## src/sv/dpr_pkg.sv

```systemverilog
// Shared types, constants and helper functions of the disparity-to-point reprojector.
// Used by the pipelined divider and by the top level; depends on nothing else.
package dpr_pkg;

  // Significand of a half-precision code, with the implicit one.
  localparam int unsigned MAN_W       = 11;
  // Dividend of the long division: zero pad, 32-bit product, 21 fraction bits.
  localparam int unsigned PROD_W      = 32;
  localparam int unsigned FRAC_W      = 21;
  localparam int unsigned STG_BITS    = 8;
  localparam int unsigned DIV_STAGES  = 7;
  localparam int unsigned DIV_W       = STG_BITS * DIV_STAGES;
  localparam int unsigned PAD_W       = DIV_W - PROD_W - FRAC_W;
  // Magnitude after rounding; values of 2^24 and above mean overflow.
  localparam int unsigned MAG_W       = 25;
  localparam int unsigned COORD_W     = 24;

  // Configuration register indexes.
  typedef enum logic [2:0] {
    CfgFocalX    = 3'd0,
    CfgCenterX   = 3'd1,
    CfgCenterY   = 3'd2,
    CfgDepthNum  = 3'd3,
    CfgMinDepth  = 3'd4,
    CfgMaxDepth  = 3'd5,
    CfgDispFloor = 3'd6
  } cfg_idx_e;

  // Per-pixel sideband that travels alongside the divider lanes.
  typedef struct packed {
    logic       ok;
    logic       x_neg;
    logic       y_neg;
    logic [4:0] exp_sh;
    logic [7:0] red;
    logic [7:0] green;
    logic [7:0] blue;
  } side_t;

  // Scale the quotient down by the exponent and round half away from zero.
  function automatic logic [MAG_W-1:0] round_mag(input logic [DIV_W-1:0] quot,
                                                 input logic [4:0] sh);
    logic [DIV_W-1:0] q_sh;
    logic [MAG_W:0]   sum;
    q_sh = quot >> sh;
    sum  = {1'b0, q_sh[MAG_W-1:0]} + {{MAG_W{1'b0}}, 1'b1};
    if (|q_sh[DIV_W-1:MAG_W]) begin
      round_mag = {1'b1, {(MAG_W-1){1'b0}}};
    end else begin
      round_mag = sum[MAG_W:1];
    end
  endfunction

  // Apply the sign and saturate to a signed 24-bit coordinate.
  function automatic logic signed [COORD_W-1:0] to_coord(input logic neg,
                                                         input logic [MAG_W-1:0] mag);
    logic [MAG_W-1:0] diff;
    diff = {1'b1, {(MAG_W-1){1'b0}}} - mag;
    if (neg) begin
      if (mag >= {2'b01, {(MAG_W-2){1'b0}}}) begin
        to_coord = {1'b1, {(COORD_W-1){1'b0}}};
      end else begin
        to_coord = diff[COORD_W-1:0];
      end
    end else begin
      if (mag > {2'b00, {(MAG_W-2){1'b1}}}) begin
        to_coord = {1'b0, {(COORD_W-1){1'b1}}};
      end else begin
        to_coord = mag[COORD_W-1:0];
      end
    end
  endfunction

endpackage

```

## src/sv/dpr_div.sv

```systemverilog
// Pipelined restoring long division, STG_BITS quotient bits per register stage.
// Depends on dpr_pkg for the widths and stage count.
module dpr_div (
  input  logic                        clk_i,
  input  logic                        en_i,
  input  logic [dpr_pkg::DIV_W-1:0]   dividend_i,
  input  logic [dpr_pkg::MAN_W-1:0]   divisor_i,
  output logic [dpr_pkg::DIV_W-1:0]   quot_o
);
  import dpr_pkg::*;

  logic [DIV_W-1:0] work_q [DIV_STAGES];
  logic [MAN_W-1:0] rem_q  [DIV_STAGES];
  logic [MAN_W-1:0] den_q  [DIV_STAGES];
  logic [DIV_W-1:0] work_d [DIV_STAGES];
  logic [MAN_W-1:0] rem_d  [DIV_STAGES];
  logic [MAN_W-1:0] den_d  [DIV_STAGES];

  for (genvar s = 0; s < DIV_STAGES; s++) begin : g_stage
    // Each stage shifts in dividend bits and subtracts the divisor where it fits.
    always_comb begin
      logic [DIV_W-1:0] w;
      logic [MAN_W-1:0] r;
      logic [MAN_W-1:0] d;
      logic [MAN_W:0]   t;
      if (s == 0) begin
        w = dividend_i;
        r = '0;
        d = divisor_i;
      end else begin
        w = work_q[(s == 0) ? 0 : s-1];
        r = rem_q[(s == 0) ? 0 : s-1];
        d = den_q[(s == 0) ? 0 : s-1];
      end
      for (int b = 0; b < STG_BITS; b++) begin
        t = {r, w[DIV_W-1]};
        w = {w[DIV_W-2:0], 1'b0};
        if (t >= {1'b0, d}) begin
          t    = t - {1'b0, d};
          w[0] = 1'b1;
        end
        r = t[MAN_W-1:0];
      end
      work_d[s] = w;
      rem_d[s]  = r;
      den_d[s]  = d;
    end

    always_ff @(posedge clk_i) begin
      if (en_i) begin
        work_q[s] <= work_d[s];
        rem_q[s]  <= rem_d[s];
        den_q[s]  <= den_d[s];
      end
    end
  end

  assign quot_o = work_q[DIV_STAGES-1];

endmodule

```

## config.mk

```make
export PLATFORM = sky130hd
export DESIGN_NAME = dpr_div
export DESIGN_NICKNAME = d
export VERILOG_FILES = /design/src/sv/dpr_pkg.sv /design/src/sv/dpr_div.sv
export SDC_FILE = /design/constraint.sdc
export NUM_CORES = 2
export LEC_CHECK = 0
export BUFFER_PORTS_ARGS = -buffer_cell sky130_fd_sc_hd__buf_2
export CORE_MARGIN = 8
export CORE_UTILIZATION = 50
export CTS_CLUSTER_DIAMETER = 150
export DETAILED_ROUTE_END_ITERATION = 12
export PLACE_DENSITY = 0.69
export SLEW_MARGIN = 20
export SYNTH_ARGS = -nofsm -noshare
export SYNTH_HDL_FRONTEND = slang
export SYNTH_SLANG_ARGS = --single-unit
```

## constraint.sdc

```tcl
create_clock -name clk_i -period 22.6 [get_ports clk_i]
set_input_delay 2.26 -clock clk_i [delete_from_list [all_inputs] [get_ports clk_i]]
set_output_delay 2.26 -clock clk_i [all_outputs]
set_load 0.1 [all_outputs]
```

==> impl_metrics.yaml <==
run_status:
  outcome: "finished clean"
critical_path:
  worstPathArrival_ns: 21.53
  cpPeakStageDelay_ns: 0.58
  worstSetupPathType: "reg2reg"
  cp_num_buf_inv: 6
  end_kind: "flip-flop"
  cp_max_fo: 13
  critPathRequiredTime_ns: 22.99
  cp-start-kind: "flip-flop"
  path_common_cell: "o21ai_0"
  cpLargestDelayFamily: "compound AO/OA/AOI/OAI gates"
  slowest_stage: "or4_1"
floorplan:
  rows: 114
  design.core.area_sq_um: 96900
  pin_count: 125
  die_h_microns: 329
  die_w_microns: 329
  start_util_pct: 50.6
  die_area_sq_um: 108000
cells_and_area:
  fin_util_pct: 55.3
  final_nets: 5993
  syn_to_final_growth_pct: 9.39
  drive_above_1_share_pct: 12.7
place:
  port_buffers: 124
  place_congestion: 0.917
  hpwl_microns: 90500
  dp_slack_ns: 0.408
synthesis:
  syn_area_sq_um: 49000
  postSynth.asyncResetShare_pct: 0
  synth_most_common_cell: "ha_1"
  synth-edff-count: 524
  synth_warnings: 0
  syn_nets: 5799
  synth_commonest_cells: "607 x ha_1, 524 x edfxtp_1, 409 x inv_1"
  ys_ff_latch: 524
  ys_top_cells_by_area: "edfxtp_1 32%, ha_1 16%, mux2_2 5.4%"
  yosysSeqAreaShare_pct: 32.1
  synth_cell_types: 110
  synth_top_area_share_pct: 32.1
  yosysTopAreaCell: "edfxtp_1"
  synthFlopType: "edfxtp_1"
  avgSynthCellArea_sq_um: 9.66
  syn_inst: 5069
timing:
  period_share_pct: 93.5
  max_freq_ghz: 0.0473
  finClkSkew_ns: 0.0436
  slew_headroom_pct: 28.4
  hold_viol: 0
  min_period_ns: 21.14
  finalSetupViolations: 0
  fin_ws_ns: 1.46
  slew_violations: 0
  worst_pin_slew_ns: 1.07
drt:
  wl_microns: 118000
  vias_per_cell: 5.86
  dr.first_iter.drc_count: 2466
  route.detailed.drc: 0
  firstDrtPassIters: 5
  ant_nets: 0
  routedWlPerCell_microns: 17.9
  via_count: 38600
min_path:
  min_path_type: "reg2reg"
global_route:
  antenna_found_initial: 2
  overflow: 0
  grt_use_total_pct: 20.9
  grt_pass1_wl_microns: 188000
  grt_pass1_vias: 37000
  grt_max_degree: 88
clocking:
  htree_levels: 2
  tritoncts: "built"
  clk_pin_slew_worst_paths_ns: 0.06
  clock_latency_ns: 0.68
  cts_root_buffer: "clkbuf_16"
  ctsHoldBuffers: 0
  clkSinkCount: 524
  cts_max_path_buffers: 3
  cts_inserted_buffers: 59
flow_run:
  drv_cap: 0
placed cells by master, fill, tap and decap left out, types with 71 or more instances in the layout:
| cell | netlist | layout |
|---|---|---|
| ha_1 | 607 | 607 |
| edfxtp_1 | 524 | 524 |
| inv_1 | 409 | 405 |
| nor2_1 | 401 | 401 |
| o21ai_0 | 319 | 301 |
| a21oi_1 | 286 | 285 |
| nand2_1 | 285 | 282 |
| mux2_2 | 236 | 237 |
| xnor2_1 | 187 | 187 |
| a21o_1 | 149 | 149 |
| xor2_1 | 145 | 145 |
| nor2b_1 | 134 | 134 |
| buf_2 | 22 | 123 |
| nor3_1 | 104 | 104 |
| nand2b_1 | 104 | 103 |
| nand4_1 | 100 | 100 |
| nand3_1 | 94 | 94 |
| mux2i_1 | 79 | 78 |
| o21a_1 | 74 | 74 |
| a21boi_0 | 71 | 71 |
kinds of logic (layout without fill, tap and decap cells):
kind of cell	count (synthesis)	after routing	share of synthesized area, %
mux	366	367	8.43
simple gates	1404	1404	14.3
compound gates	1292	1293	17.5
other cells	0	2	0
flops	524	524	32.1
buf+inv	490	732	3.98
xor+xnor	332	332	5.94
fa+ha+maj	661	661	17.7
layout make-up:
class                           count  area [sq um]
Timing Repair Buffer              193          1160
Inverter                          428          1630
Fill cell                        8510         43300
Clock inverter                     46           490
Multi-Input combinational cell   4057         31400
Tap cell                         1276          1600
Antenna cell                        2          5.00
Clock buffer                       65          1500
Sequential cell                   524         15700
state kept, by name, indices dropped and copies added (netlist names):
register / flops
work_q: 392
den_q: 66
rem_q: 66
worst register-to-register path: cells and delay by family (launching register included):
family	cells	cell delay (ns)
simple gates	18	3.83
mux	9	2.79
flops	1	0.38
fa+ha+maj	8	2.92
buf+inv	6	1.03
compound gates	49	9.93
path summary, 6_finish.rpt:
kind                                 from                       to  slack, ns  depth (start not counted)
hold / removal    work_q[1][19]$_DFFE_PP_  work_q[2][27]$_DFFE_PP_       0.40                          0
hold reg to reg   work_q[1][19]$_DFFE_PP_  work_q[2][27]$_DFFE_PP_       0.40                          0
setup reg to reg    den_q[1][9]$_DFFE_PP_    rem_q[2][4]$_DFFE_PP_       1.46                         90
setup / recovery    den_q[1][9]$_DFFE_PP_    rem_q[2][4]$_DFFE_PP_       1.46                         90
metal layers:
metal | part of all wire, % | vias up | GRT usage, %
met5 | 0 | - | 0
met4 | 3.2 | 0 | 6.39
met3 | 4.7 | 214 | 2.61
met2 | 47 | 856 | 35.3
met1 | 46 | 18300 | 28.1
li1 | - | 19300 | -
per-stage QoR:
step                instances  cell area, sq um  setup TNS (ns)  hold slack [ns]
floorplan                5069             49000               0            0.400
global placement         6440             51100               0            0.400
detailed placement       6440             51100               0            0.405
CTS                      6551             53100               0            0.400
global route             6589             53600          -0.301            0.413
finish                   6591             53600               0            0.400
what timing repair did:
action,in CTS,in global routing
endpoints found under the setup margin,0,73
setup buffers,0,36
gates resized for setup,0,51
Power is not shown: default switching activity piles up to over one toggle a cycle in this logic, so the estimate is an artifact.
